--- config.mk ---
export PLATFORM = sky130hd
export DESIGN_NAME = servo_click_mode_decoder_top_flat
export DESIGN_NICKNAME = d
export VERILOG_FILES = /design/src/hdl/scmd_pkg.sv /design/src/hdl/scmd_if.sv /design/src/hdl/scmd_cfg_regs.sv /design/src/hdl/scmd_core.sv /design/src/hdl/servo_click_mode_decoder_top.sv /design/src/flat_wrapper.sv
export SDC_FILE = /design/constraint.sdc
export NUM_CORES = 1
export LEC_CHECK = 0
export BUFFER_PORTS_ARGS = -buffer_cell sky130_fd_sc_hd__buf_2
export CORE_UTILIZATION = 30
export DETAILED_ROUTE_END_ITERATION = 10
export PLACE_DENSITY = 0.48
export REMOVE_ABC_BUFFERS = 1
export SLEW_MARGIN = 20
export SYNTH_ARGS = -nofsm -noshare
export SYNTH_HDL_FRONTEND = slang
export SYNTH_SLANG_ARGS = --single-unit
--- constraint.sdc ---
create_clock -name clk_i -period 4.3 [get_ports clk_i]
set_input_delay 0.645 -clock clk_i [delete_from_list [all_inputs] [get_ports clk_i]]
set_output_delay 0.645 -clock clk_i [all_outputs]
set_load 0.03 [all_outputs]
--- src/hdl/scmd_pkg.sv ---
// Package for the servo click mode decoder: types, codes and reset values.
// Used by the channel interfaces and by every module of the block.
`timescale 1ns / 1ps

package scmd_pkg;

  // Field widths.
  localparam int unsigned WidthW   = 16;
  localparam int unsigned TicksW   = 8;
  localparam int unsigned CountW   = 8;
  localparam int unsigned ModeW    = 3;
  localparam int unsigned CfgIdxW  = 3;
  localparam int unsigned CfgDataW = 16;

  // Configuration register indexes.
  localparam logic [CfgIdxW-1:0] REG_PULSE_MIN     = 3'd0;
  localparam logic [CfgIdxW-1:0] REG_PULSE_MAX     = 3'd1;
  localparam logic [CfgIdxW-1:0] REG_LOW_THRESH    = 3'd2;
  localparam logic [CfgIdxW-1:0] REG_HIGH_THRESH   = 3'd3;
  localparam logic [CfgIdxW-1:0] REG_CLICK_TIMEOUT = 3'd4;
  localparam logic [CfgIdxW-1:0] REG_STARTUP_DELAY = 3'd5;

  // Reset values of the configuration registers.
  localparam logic [WidthW-1:0] RST_PULSE_MIN     = 16'd600;
  localparam logic [WidthW-1:0] RST_PULSE_MAX     = 16'd2500;
  localparam logic [WidthW-1:0] RST_LOW_THRESH    = 16'd1375;
  localparam logic [WidthW-1:0] RST_HIGH_THRESH   = 16'd1625;
  localparam logic [TicksW-1:0] RST_CLICK_TIMEOUT = 8'd12;
  localparam logic [TicksW-1:0] RST_STARTUP_DELAY = 8'd90;

  // Click count values with a meaning of their own.
  localparam logic [CountW-1:0] CLICKS_IN     = 8'd1;
  localparam logic [CountW-1:0] CLICKS_OUT    = 8'd2;
  localparam logic [CountW-1:0] CLICKS_TOGGLE = 8'd5;
  localparam logic [CountW-1:0] CLICKS_POISON = 8'd99;

  // Operation codes of an input word.
  localparam logic OP_TICK  = 1'b0;
  localparam logic OP_PULSE = 1'b1;

  // Mode codes as they appear on the result channel.
  localparam logic [ModeW-1:0] MODE_CODE_UNINIT = 3'd0;
  localparam logic [ModeW-1:0] MODE_CODE_OFF    = 3'd1;
  localparam logic [ModeW-1:0] MODE_CODE_IDLE   = 3'd2;
  localparam logic [ModeW-1:0] MODE_CODE_IN     = 3'd3;
  localparam logic [ModeW-1:0] MODE_CODE_OUT    = 3'd4;

  // Mode state machine, one-hot.
  typedef enum logic [4:0] {
    MODE_UNINIT = 5'b00001,
    MODE_OFF    = 5'b00010,
    MODE_IDLE   = 5'b00100,
    MODE_IN     = 5'b01000,
    MODE_OUT    = 5'b10000
  } mode_e;

  // Configuration register set.
  typedef struct packed {
    logic [WidthW-1:0] pulse_min_us;
    logic [WidthW-1:0] pulse_max_us;
    logic [WidthW-1:0] low_threshold_us;
    logic [WidthW-1:0] high_threshold_us;
    logic [TicksW-1:0] click_timeout_ticks;
    logic [TicksW-1:0] startup_delay_ticks;
  } cfg_t;

  // One result word.
  typedef struct packed {
    logic [ModeW-1:0] mode;
    logic             pulse_accepted;
    logic             toggled;
  } res_t;

  // Maps the one-hot mode state onto its output code.
  function automatic logic [ModeW-1:0] mode_code(mode_e m);
    logic [ModeW-1:0] c;
    case (m)
      MODE_OFF:  c = MODE_CODE_OFF;
      MODE_IDLE: c = MODE_CODE_IDLE;
      MODE_IN:   c = MODE_CODE_IN;
      MODE_OUT:  c = MODE_CODE_OUT;
      default:   c = MODE_CODE_UNINIT;
    endcase
    return c;
  endfunction

endpackage

--- src/hdl/scmd_if.sv ---
// Channel interfaces of the servo click mode decoder: input, result and
// configuration. Depends on scmd_pkg for the field widths.
`timescale 1ns / 1ps

// Input words: a timer tick or a measured pulse.
interface scmd_in_if;
  import scmd_pkg::*;
  logic              valid;
  logic              ready;
  logic              op;
  logic [WidthW-1:0] pulse_width_us;

  modport source (output valid, output op, output pulse_width_us, input ready);
  modport sink   (input valid, input op, input pulse_width_us, output ready);
endinterface

// Result words: mode and pulse flags.
interface scmd_out_if;
  import scmd_pkg::*;
  logic             valid;
  logic             ready;
  logic [ModeW-1:0] mode;
  logic             pulse_accepted;
  logic             toggled;

  modport source (output valid, output mode, output pulse_accepted, output toggled,
                  input ready);
  modport sink   (input valid, input mode, input pulse_accepted, input toggled,
                  output ready);
endinterface

// Configuration writes: register index and data.
interface scmd_cfg_if;
  import scmd_pkg::*;
  logic                valid;
  logic                ready;
  logic [CfgIdxW-1:0]  index;
  logic [CfgDataW-1:0] data;

  modport source (output valid, output index, output data, input ready);
  modport sink   (input valid, input index, input data, output ready);
endinterface

--- src/hdl/scmd_cfg_regs.sv ---
// Configuration register file of the servo click mode decoder.
// Depends on scmd_pkg and the configuration channel interface.
`timescale 1ns / 1ps

module scmd_cfg_regs (
  input  logic          clk_i,
  input  logic          rst_ni,
  scmd_cfg_if.sink      cfg_if,
  output scmd_pkg::cfg_t cfg_o
);
  import scmd_pkg::*;

  cfg_t cfg_q, cfg_d;

  // Writes are always taken.
  assign cfg_if.ready = 1'b1;

  // Decode the register index; unknown indexes leave everything unchanged.
  always_comb begin
    cfg_d = cfg_q;
    if (cfg_if.valid) begin
      case (cfg_if.index)
        REG_PULSE_MIN:     cfg_d.pulse_min_us        = cfg_if.data;
        REG_PULSE_MAX:     cfg_d.pulse_max_us        = cfg_if.data;
        REG_LOW_THRESH:    cfg_d.low_threshold_us    = cfg_if.data;
        REG_HIGH_THRESH:   cfg_d.high_threshold_us   = cfg_if.data;
        REG_CLICK_TIMEOUT: cfg_d.click_timeout_ticks = cfg_if.data[TicksW-1:0];
        REG_STARTUP_DELAY: cfg_d.startup_delay_ticks = cfg_if.data[TicksW-1:0];
        default: ;
      endcase
    end
  end

  always_ff @(posedge clk_i or negedge rst_ni) begin
    if (!rst_ni) begin
      cfg_q.pulse_min_us        <= RST_PULSE_MIN;
      cfg_q.pulse_max_us        <= RST_PULSE_MAX;
      cfg_q.low_threshold_us    <= RST_LOW_THRESH;
      cfg_q.high_threshold_us   <= RST_HIGH_THRESH;
      cfg_q.click_timeout_ticks <= RST_CLICK_TIMEOUT;
      cfg_q.startup_delay_ticks <= RST_STARTUP_DELAY;
    end else begin
      cfg_q <= cfg_d;
    end
  end

  assign cfg_o = cfg_q;

endmodule

--- src/hdl/scmd_core.sv ---
// Decoder state and the per-word update logic of the servo click mode
// decoder. Depends on scmd_pkg.
`timescale 1ns / 1ps

module scmd_core (
  input  logic                          clk_i,
  input  logic                          rst_ni,
  input  logic                          step_i,
  input  logic                          op_i,
  input  logic [scmd_pkg::WidthW-1:0]   pulse_width_us_i,
  input  scmd_pkg::cfg_t                cfg_i,
  output scmd_pkg::res_t                res_o
);
  import scmd_pkg::*;

  mode_e             mode_q, mode_d;
  logic              level_q, level_d;
  logic [CountW-1:0] count_q, count_d;
  logic [TicksW-1:0] timer_q, timer_d;

  logic accepted, toggled, level_new, in_range, waiting;

  // Pulse classification.
  assign waiting  = (mode_q == MODE_UNINIT) && (timer_q != '0);
  assign in_range = (pulse_width_us_i >= cfg_i.pulse_min_us) &&
                    (pulse_width_us_i <= cfg_i.pulse_max_us);

  // Hysteresis: the threshold in use depends on the current level.
  assign level_new = level_q ? (pulse_width_us_i >= cfg_i.low_threshold_us)
                             : (pulse_width_us_i >  cfg_i.high_threshold_us);

  // Next state for one word.
  always_comb begin
    mode_d   = mode_q;
    level_d  = level_q;
    count_d  = count_q;
    timer_d  = timer_q;
    accepted = 1'b0;
    toggled  = 1'b0;
    if (op_i == OP_TICK) begin
      if (timer_q != '0) begin
        timer_d = timer_q - 1'b1;
      end
    end else if (!waiting) begin
      if (!in_range) begin
        if (mode_q == MODE_UNINIT) begin
          timer_d = cfg_i.startup_delay_ticks;
        end
      end else begin
        accepted = 1'b1;
        if (mode_q == MODE_UNINIT) begin
          // First valid pulse sets the reference level and leaves the uninit mode; it counts no click.
          level_d = level_new;
          mode_d  = MODE_OFF;
        end else if (level_new != level_q) begin
          level_d = level_new;
          toggled = 1'b1;
          count_d = count_q + 1'b1;
          timer_d = cfg_i.click_timeout_ticks;
          if (mode_q == MODE_IN || mode_q == MODE_OUT) begin
            mode_d  = MODE_IDLE;
            count_d = CLICKS_POISON;
          end
        end
        // Evaluate the clicks on an accepted pulse once the timeout has run out.
        if (count_d != '0 && timer_d == '0) begin
          case (count_d)
            CLICKS_IN: begin
              if (mode_d == MODE_IDLE) mode_d = MODE_IN;
            end
            CLICKS_OUT: begin
              if (mode_d == MODE_IDLE) mode_d = MODE_OUT;
            end
            CLICKS_TOGGLE: begin
              mode_d = (mode_d == MODE_IDLE) ? MODE_OFF : MODE_IDLE;
            end
            default: ;
          endcase
          count_d = '0;
        end
      end
    end
  end

  always_ff @(posedge clk_i or negedge rst_ni) begin
    if (!rst_ni) begin
      mode_q  <= MODE_UNINIT;
      level_q <= 1'b0;
      count_q <= '0;
      timer_q <= RST_STARTUP_DELAY;
    end else if (step_i) begin
      mode_q  <= mode_d;
      level_q <= level_d;
      count_q <= count_d;
      timer_q <= timer_d;
    end
  end

  assign res_o.mode           = mode_code(mode_d);
  assign res_o.pulse_accepted = accepted;
  assign res_o.toggled        = toggled;

endmodule

--- src/hdl/servo_click_mode_decoder_top.sv ---
// Top level of the servo click mode decoder: input register, decoder core,
// result register. Depends on scmd_pkg, scmd_if, scmd_cfg_regs, scmd_core.
//
//   Channel  Dir  Payload                              Words
//   in_if    in   op, pulse_width_us                   tick or pulse
//   out_if   out  mode, pulse_accepted, toggled        one per input word
//   cfg_if   in   index, data                          register write
//
// An accepted input word passes through the input register and the core into
// the result register; one word is taken every cycle while the result is not
// stalled. Reset loads the register reset values and the startup delay into
// the click timer. A stalled result holds both registers; the input side
// keeps taking words while the result register can move on.
`timescale 1ns / 1ps

module servo_click_mode_decoder_top (
  input  logic      clk_i,
  input  logic      rst_ni,
  scmd_in_if.sink   in_if,
  scmd_out_if.source out_if,
  scmd_cfg_if.sink  cfg_if
);
  import scmd_pkg::*;

  cfg_t              cfg;
  res_t              res;
  logic              in_valid_q;
  logic              in_op_q;
  logic [WidthW-1:0] in_width_q;
  logic              out_valid_q;
  res_t              out_q;
  logic              out_free, step;

  scmd_cfg_regs u_cfg (
    .clk_i  (clk_i),
    .rst_ni (rst_ni),
    .cfg_if (cfg_if),
    .cfg_o  (cfg)
  );

  // Handshake: the input register moves into the result register.
  assign out_free    = !out_valid_q || out_if.ready;
  assign step        = in_valid_q && out_free;
  assign in_if.ready = !in_valid_q || out_free;

  // Input register.
  always_ff @(posedge clk_i or negedge rst_ni) begin
    if (!rst_ni) begin
      in_valid_q <= 1'b0;
    end else if (in_if.ready) begin
      in_valid_q <= in_if.valid;
    end
  end

  always_ff @(posedge clk_i) begin
    if (in_if.ready && in_if.valid) begin
      in_op_q    <= in_if.op;
      in_width_q <= in_if.pulse_width_us;
    end
  end

  scmd_core u_core (
    .clk_i            (clk_i),
    .rst_ni           (rst_ni),
    .step_i           (step),
    .op_i             (in_op_q),
    .pulse_width_us_i (in_width_q),
    .cfg_i            (cfg),
    .res_o            (res)
  );

  // Result register.
  always_ff @(posedge clk_i or negedge rst_ni) begin
    if (!rst_ni) begin
      out_valid_q <= 1'b0;
    end else if (out_free) begin
      out_valid_q <= in_valid_q;
    end
  end

  always_ff @(posedge clk_i) begin
    if (step) begin
      out_q <= res;
    end
  end

  assign out_if.valid          = out_valid_q;
  assign out_if.mode           = out_q.mode;
  assign out_if.pulse_accepted = out_q.pulse_accepted;
  assign out_if.toggled        = out_q.toggled;

endmodule
--- src/flat_wrapper.sv ---
// flat-port wrapper written by rule: the top's interface ports become plain ports
module servo_click_mode_decoder_top_flat import scmd_pkg::*;
  (clk_i, rst_ni, in_if_valid, in_if_op, in_if_pulse_width_us, in_if_ready, out_if_valid, out_if_mode, out_if_pulse_accepted, out_if_toggled, out_if_ready, cfg_if_valid, cfg_if_index, cfg_if_data, cfg_if_ready);
  scmd_in_if in_if_i ();
  scmd_out_if out_if_i ();
  scmd_cfg_if cfg_if_i ();
  input  logic clk_i;
  input  logic rst_ni;
  input wire logic [$bits(in_if_i.valid)-1:0] in_if_valid;
  input wire logic [$bits(in_if_i.op)-1:0] in_if_op;
  input wire logic [$bits(in_if_i.pulse_width_us)-1:0] in_if_pulse_width_us;
  output wire logic [$bits(in_if_i.ready)-1:0] in_if_ready;
  output wire logic [$bits(out_if_i.valid)-1:0] out_if_valid;
  output wire logic [$bits(out_if_i.mode)-1:0] out_if_mode;
  output wire logic [$bits(out_if_i.pulse_accepted)-1:0] out_if_pulse_accepted;
  output wire logic [$bits(out_if_i.toggled)-1:0] out_if_toggled;
  input wire logic [$bits(out_if_i.ready)-1:0] out_if_ready;
  input wire logic [$bits(cfg_if_i.valid)-1:0] cfg_if_valid;
  input wire logic [$bits(cfg_if_i.index)-1:0] cfg_if_index;
  input wire logic [$bits(cfg_if_i.data)-1:0] cfg_if_data;
  output wire logic [$bits(cfg_if_i.ready)-1:0] cfg_if_ready;
  assign in_if_i.valid = in_if_valid;
  assign in_if_i.op = in_if_op;
  assign in_if_i.pulse_width_us = in_if_pulse_width_us;
  assign in_if_ready = in_if_i.ready;
  assign out_if_valid = out_if_i.valid;
  assign out_if_mode = out_if_i.mode;
  assign out_if_pulse_accepted = out_if_i.pulse_accepted;
  assign out_if_toggled = out_if_i.toggled;
  assign out_if_i.ready = out_if_ready;
  assign cfg_if_i.valid = cfg_if_valid;
  assign cfg_if_i.index = cfg_if_index;
  assign cfg_if_i.data = cfg_if_data;
  assign cfg_if_ready = cfg_if_i.ready;
  servo_click_mode_decoder_top u_core (.clk_i(clk_i), .rst_ni(rst_ni), .in_if(in_if_i), .out_if(out_if_i), .cfg_if(cfg_if_i));
endmodule
== Word-level counts from Yosys, hierarchy flattened ==
Cells that the tools add are included.
Word-level totals
  register bits: 126
  output and inout port bits: 8
  logic and storage cells: 109
Cells by class
  add/sub/neg operators: 2
  $lt $le $gt $ge: 4
  equal/unequal tests: 19
  multiplexer cells: 37
  bitwise gates (word level): 3
  reductions and logical operators: 27
Operators by type and width (number)
  $mux 8: 17
  $mux 5: 12
  $ge 16x16->1: 2
  $gt 16x16->1: 1
  $le 16x16->1: 1
  $reduce_bool 8->1: 2
  $pmux 5 s3: 1
  $pmux 3 s4: 1
  $reduce_and 2->1: 6
  $eq 5x3->1 const B: 2
  $eq 5x4->1 const B: 2
  $eq 5x5->1 const B: 2
  $add 8x1->8 const B: 1
  $eq 8x1->1 const B: 1
  $eq 8x2->1 const B: 1
  $eq 8x3->1 const B: 1
  $logic_not 8->1: 1
  $reduce_and 4->1: 2
  $sub 8x1->8 const B: 1
  $eq 3x2->1 const B: 2
  $eq 3x3->1 const B: 2
  $eq 5x1->1 const B: 1
  $eq 5x2->1 const B: 1
  $logic_and 1x1->1: 5
  14 further kinds: 24

== Depth between registers and ports, before layout ==
  word-level depth: 17
  gate-level depth with buffers: 15
  mapped depth without buffers: 14

== Cells and area by module ==
From an unflattened synthesis, not the netlist that was laid out.
Unflattened totals
  cells, all modules: 703
  area, all modules: 7622.3 um^2
Modules (own cells, without submodules)
  scmd_core: instances 1, cells an instance 497, area each 3747.3 um^2, seq. area each 556.8 um^2
  scmd_cfg_regs: instances 1, cells an instance 176, area each 3110.5 um^2, seq. area each 2038.2 um^2
  servo_click_mode_decoder_top: instances 1, cells an instance 30, area each 764.5 um^2, seq. area each 710.7 um^2

== Worst setup path before layout ==
No wires, ideal clock.
  path kind: flip-flop to flip-flop
  from: register u_core.u_cfg.cfg_q, in the netlist u_core.u_cfg.cfg_o[19]
  to: register u_core.out_q, in the netlist u_core.out_if.mode[0] (data pin)
  data arrival time: 3.099 ns
  slack: 0.934 ns
  stages on the path, launching flop included: 14
  path buffers: 0
  period minus slack after synthesis: 3.366 ns
  path through: dfstp_2 -> inv_1 -> ha_1 -> nand2_1 -> o21bai_1 -> a2111o_1 -> a31o_4 -> o21a_2 -> or4_4 -> a21oi_2 -> a221oi_1 -> nor2_2 -> xor2_1 -> nor4b_2
RTL lines
  start: declaration: RTL line scmd_cfg_regs.sv:13  | cfg_t cfg_q, cfg_d;
  start signal: assignment: RTL line scmd_cfg_regs.sv:43  | cfg_q <= cfg_d;
  end signal: assignment: RTL line servo_click_mode_decoder_top.sv:83  | out_q <= res;
  end: declaration: RTL line servo_click_mode_decoder_top.sv:31  | res_t out_q;

==> metrics.md <==
| Metric | Value |
|---|---|
| Largest net degree at the start of global routing | `56` |
| Routed len/inst | `16.62 µm` |
| Vias per inst | `4.936` |
| Reg-to-Reg Start | `u_core.in_width_q[0]` |
| CTS Sinks | `126` |
| Antenna diodes | `0` |
| Post-Syn Area | `7448 µm²` |
| CP Cell Sequence | `inv_1, ha_1, nand2b_1, a2111oi_0, nand3b_1, nand4_2, o21a_2, o41ai_2, nor4_2, buf_4, a221oi_1, nor2_2, xor2_1, nor4b_2` |
| Critical path data required time | `4.56 ns` |
| Setup CP Type | `reg2reg` |
| Sw Pwr | `1.593 mW` |
| Arr. time, crit path | `4.13 ns` |
| Area grow syn2layout | `15.54%` |
| Power Density | `529.1 nW/µm²` |
| Post-synth EDFFs | `22` |
| Drt initial violations | `between 300 and 400` |
| Static leakage | `about 3.7 nW` |
| CP max-delay cell | `a2111oi_0` |
| Final Slew Violations | `0` |
| HPWL Detailed | `14120 µm` |
| Fillers | `2431` |
| Nets | `924` |
| CTS buffer count | `17` |
| Hold Slack | `0.2865 ns` |
| Synth Warn # | `0` |
| Cells after Synth | `768` |
| Initial core utilization | `0.3063` |
| Number of global-route vias before repair | `about 5700` |
| Crit Reg-Reg Endpoint | `u_core.out_if.mode[0]` |
| P_int | `2.960 mW` |
| Initial antenna violation count | `0` |
| Crit. End Element | `register` |
| Final Hold Violating Endpoints | `0` |
| Switching share of power | `0.3498` |
| GRT Residual Overflow | `0` |
| Comb pwr share | `0.315` |
| Yosys reg bits | `126` |
| Min-delay worst type | `in2async` |
| Post-synth cell types | `81` |
| Ys async rst share | `0.8254` |
| Max H-tree Level | `4` |
| RSZ-0062 raised after global routing | `false` |
| Clock root buffer | `clkbuf_16` |
| Die Wd | `159.6 µm` |
| Final setup fails | `0` |
| Clock Skews | `0.009541 ns` |
| Core Area | `24320 µm²` |
| Max FO, Critical Path | `23` |
| Fin Setup TNS | `0 ns` |
| Worst reg2reg path depth | `14` |
| Final min period | `3.872 ns` |
| Layout cells sized above 1 | `0.2193` |
| Period Utilization, post-route | `0.9005` |
| Overall routing resource usage | `0.1603` |
| CP Launch Type | `register` |
| I/O Buffers | `47` |
| Status | `complete, no violations` |
| Post-CTS Hold Fix Bufs | `0` |
| Clock power frac | `0.304` |
| Clk pin slew, worst setup/hold paths | `0.06 ns` |
| Antenna Violating Nets Remaining | `0` |
| Ys flop type | `dfrtp_1` |
| Peak supply drop | `0.2223 mV` |
| CP peak stage delay | `0.58 ns` |
| Final Instance Count excl. Fillers | `roughly 1200` |
| First-pass iteration count of the detailed router | `7` |
| Global-route wire length before repair | `31730 µm` |
| # DRC | `0` |
| Sequential fraction of the synthesis area | `0.4438` |
| Placed instance count | `1122` |
| Max-Cap Viols | `0` |
| Flop-to-flop setup slack | `0.43 ns` |
| Routed WL | `19180 µm` |
| Worst slew pin tran | `1.047 ns` |
| # rows | `57` |
| Synth Area per Inst | `9.698 µm²` |
| Worst skew pair latency | `~0.42 ns` |
| # IOs | `49` |
| Die outline height | `159.6 µm` |
| Via count | `5696` |
| Die area | `25460 µm²` |
| Post-CTS sizing | `0` |
| Seq pwr share | `0.381` |
| Routability congestion estimate | `0.8427` |
| Post-CTS Setup Inserts | `0` |
| CTS max path bufs | `2` |
| Slew headroom | `0.2999` |
| TritonCTS clock tree | `built` |
| Max Clk Rate | `258.3 MHz` |
==> layout make-up <==
cell class / count / area, µm² / share of cell area
inverters: 74 / 277.8 / 0.03228
flip-flops and latches: 126 / 3306 / 0.3841
repair buffers: 59 / 327.8 / 0.03809
well taps: 324 / 405.4 / 0.04711
multi-input cells: 539 / 3730 / 0.4334
clock buffers: 26 / 499.2 / 0.05801
clock inverters: 6 / 60.06 / 0.006979
==> layer usage <==
| layer | vias up | GRT usage | routed length [µm] | share of wire |
|---|---|---|---|---|
| li1 | 2837 | - | - | - |
| met1 | 2746 | 0.2282 | 9744 | 0.51 |
| met2 | 99 | 0.2461 | 8686 | 0.45 |
| met3 | 14 | 0.03100 | 539 | 0.028 |
| met4 | 0 | 0.04545 | 211 | 0.011 |
| met5 | - | 0 | 0 | 0 |
==> worst max path at each step <==
stage                           startpoint  cells past startpoint                     to  slack [ns]
finish                u_core.in_width_q[0]                     14  u_core.out_if.mode[0]        0.43
global route          u_core.in_width_q[0]                     14  u_core.out_if.mode[0]        0.18
CTS                   u_core.in_width_q[0]                     14  u_core.out_if.mode[0]        0.44
detailed placement   u_core.in_width_q[15]                     13  u_core.out_if.mode[0]        0.46
global placement     u_core.in_width_q[11]                     12  u_core.out_if.mode[0]        0.53
floorplan           u_core.u_cfg.cfg_o[19]                     13  u_core.out_if.mode[2]        0.57
==> through the flow <==
step	total power, mW	util	cell area, µm²	setup WS, ns
4_1_cts	4.593	0.3537	8601	0.4396
3_3_place_gp	3.182	0.3307	8041	0.5320
5_1_grt	4.892	0.3539	8606	0.1770
6_report	4.553	0.3539	8606	0.4279
3_5_place_dp	3.177	0.3307	8041	0.4625
2_1_floorplan	2.734	-	7301	0.5679
==> cells by family (layout without fill, tap and decap cells) <==
family,after synthesis,after routing,synth area share
simple gates,231,231,0.1539
buf+inv,103,165,0.05711
fa+ha+maj,66,66,0.1109
other cells,1,1,0.0005035
mux,40,40,0.06047
compound gates,197,197,0.1687
xor+xnor,4,4,0.004704
flops,126,126,0.4438
==> cell usage in the layout, fill, tap and decap left out, types with 9 or more instances in the layout <==
| cell | synthesis | routed |
|---|---|---|
| nor3_1 | 11 | 10 |
| nand2b_1 | 9 | 9 |
| inv_1 | 74 | 74 |
| nand3_1 | 13 | 13 |
| buf_4 | 1 | 13 |
| nand2_1 | 94 | 94 |
| buf_2 | 0 | 46 |
| a21oi_1 | 43 | 43 |
| nand4_1 | 12 | 12 |
| mux2_2 | 35 | 35 |
| dfstp_2 | 34 | 34 |
| nor2_1 | 43 | 42 |
| dfrtp_1 | 70 | 70 |
| edfxtp_1 | 22 | 22 |
| clkbuf_16 | 0 | 17 |
| o21ai_0 | 75 | 75 |
| ha_1 | 66 | 66 |
==> registers in the layout, indices dropped and copies added (netlist names) <==
signal                        cells
u_core.out_if.pulse_accepted      1
u_core.u_core.count_q             8
u_core.u_core.level_q             1
u_core.u_cfg.cfg_o               80
u_core.out_if.toggled             1
u_core.in_op_q                    1
u_core.u_core.mode_q              5
u_core.u_core.timer_q             8
u_core.in_width_q                16
u_core.out_if.mode                3
u_core.out_if.valid               1
u_core.in_valid_q                 1
==> Yosys cell counts, drive strengths merged, types with 7 or more instances <==
master,n,area (µm²)
a21oi,45,232.7
a31oi,7,43.79
clkbuf,22,82.58
dfrtp,70,1752
dfstp,34,893.4
edfxtp,22,660.6
ha,66,825.8
inv,74,277.8
mux2,37,420.4
nand2,95,359.1
nand2b,9,56.30
nand3,14,75.07
nand4,13,87.58
nor2,45,173.9
nor3,12,65.06
nor4,8,62.56
o21ai,81,409.1
==> worst max-delay path, delay by kind of cell (launching register included) <==
family	cells	cell delay, ns
AOI/OAI and AO/OA	4	1.64
buffers and inverters	2	0.33
xor gates and xnor gates	1	0.18
adders and majority gates	1	0.24
DFF	1	0.36
and+or+nand+nor	6	0.95
==> power by group through the flow <==
stage / combinational, mW / clock [mW] / sequential, mW
finish: 1.43 / 1.38 / 1.74
global route: 1.64 / 1.48 / 1.77
CTS: 1.44 / 1.42 / 1.73
detailed placement: 1.43 / 0 / 1.75
global placement: 1.43 / 0 / 1.75
floorplan: 1.02 / 0 / 1.71
Note: power is estimated with default switching activity, not from simulation.
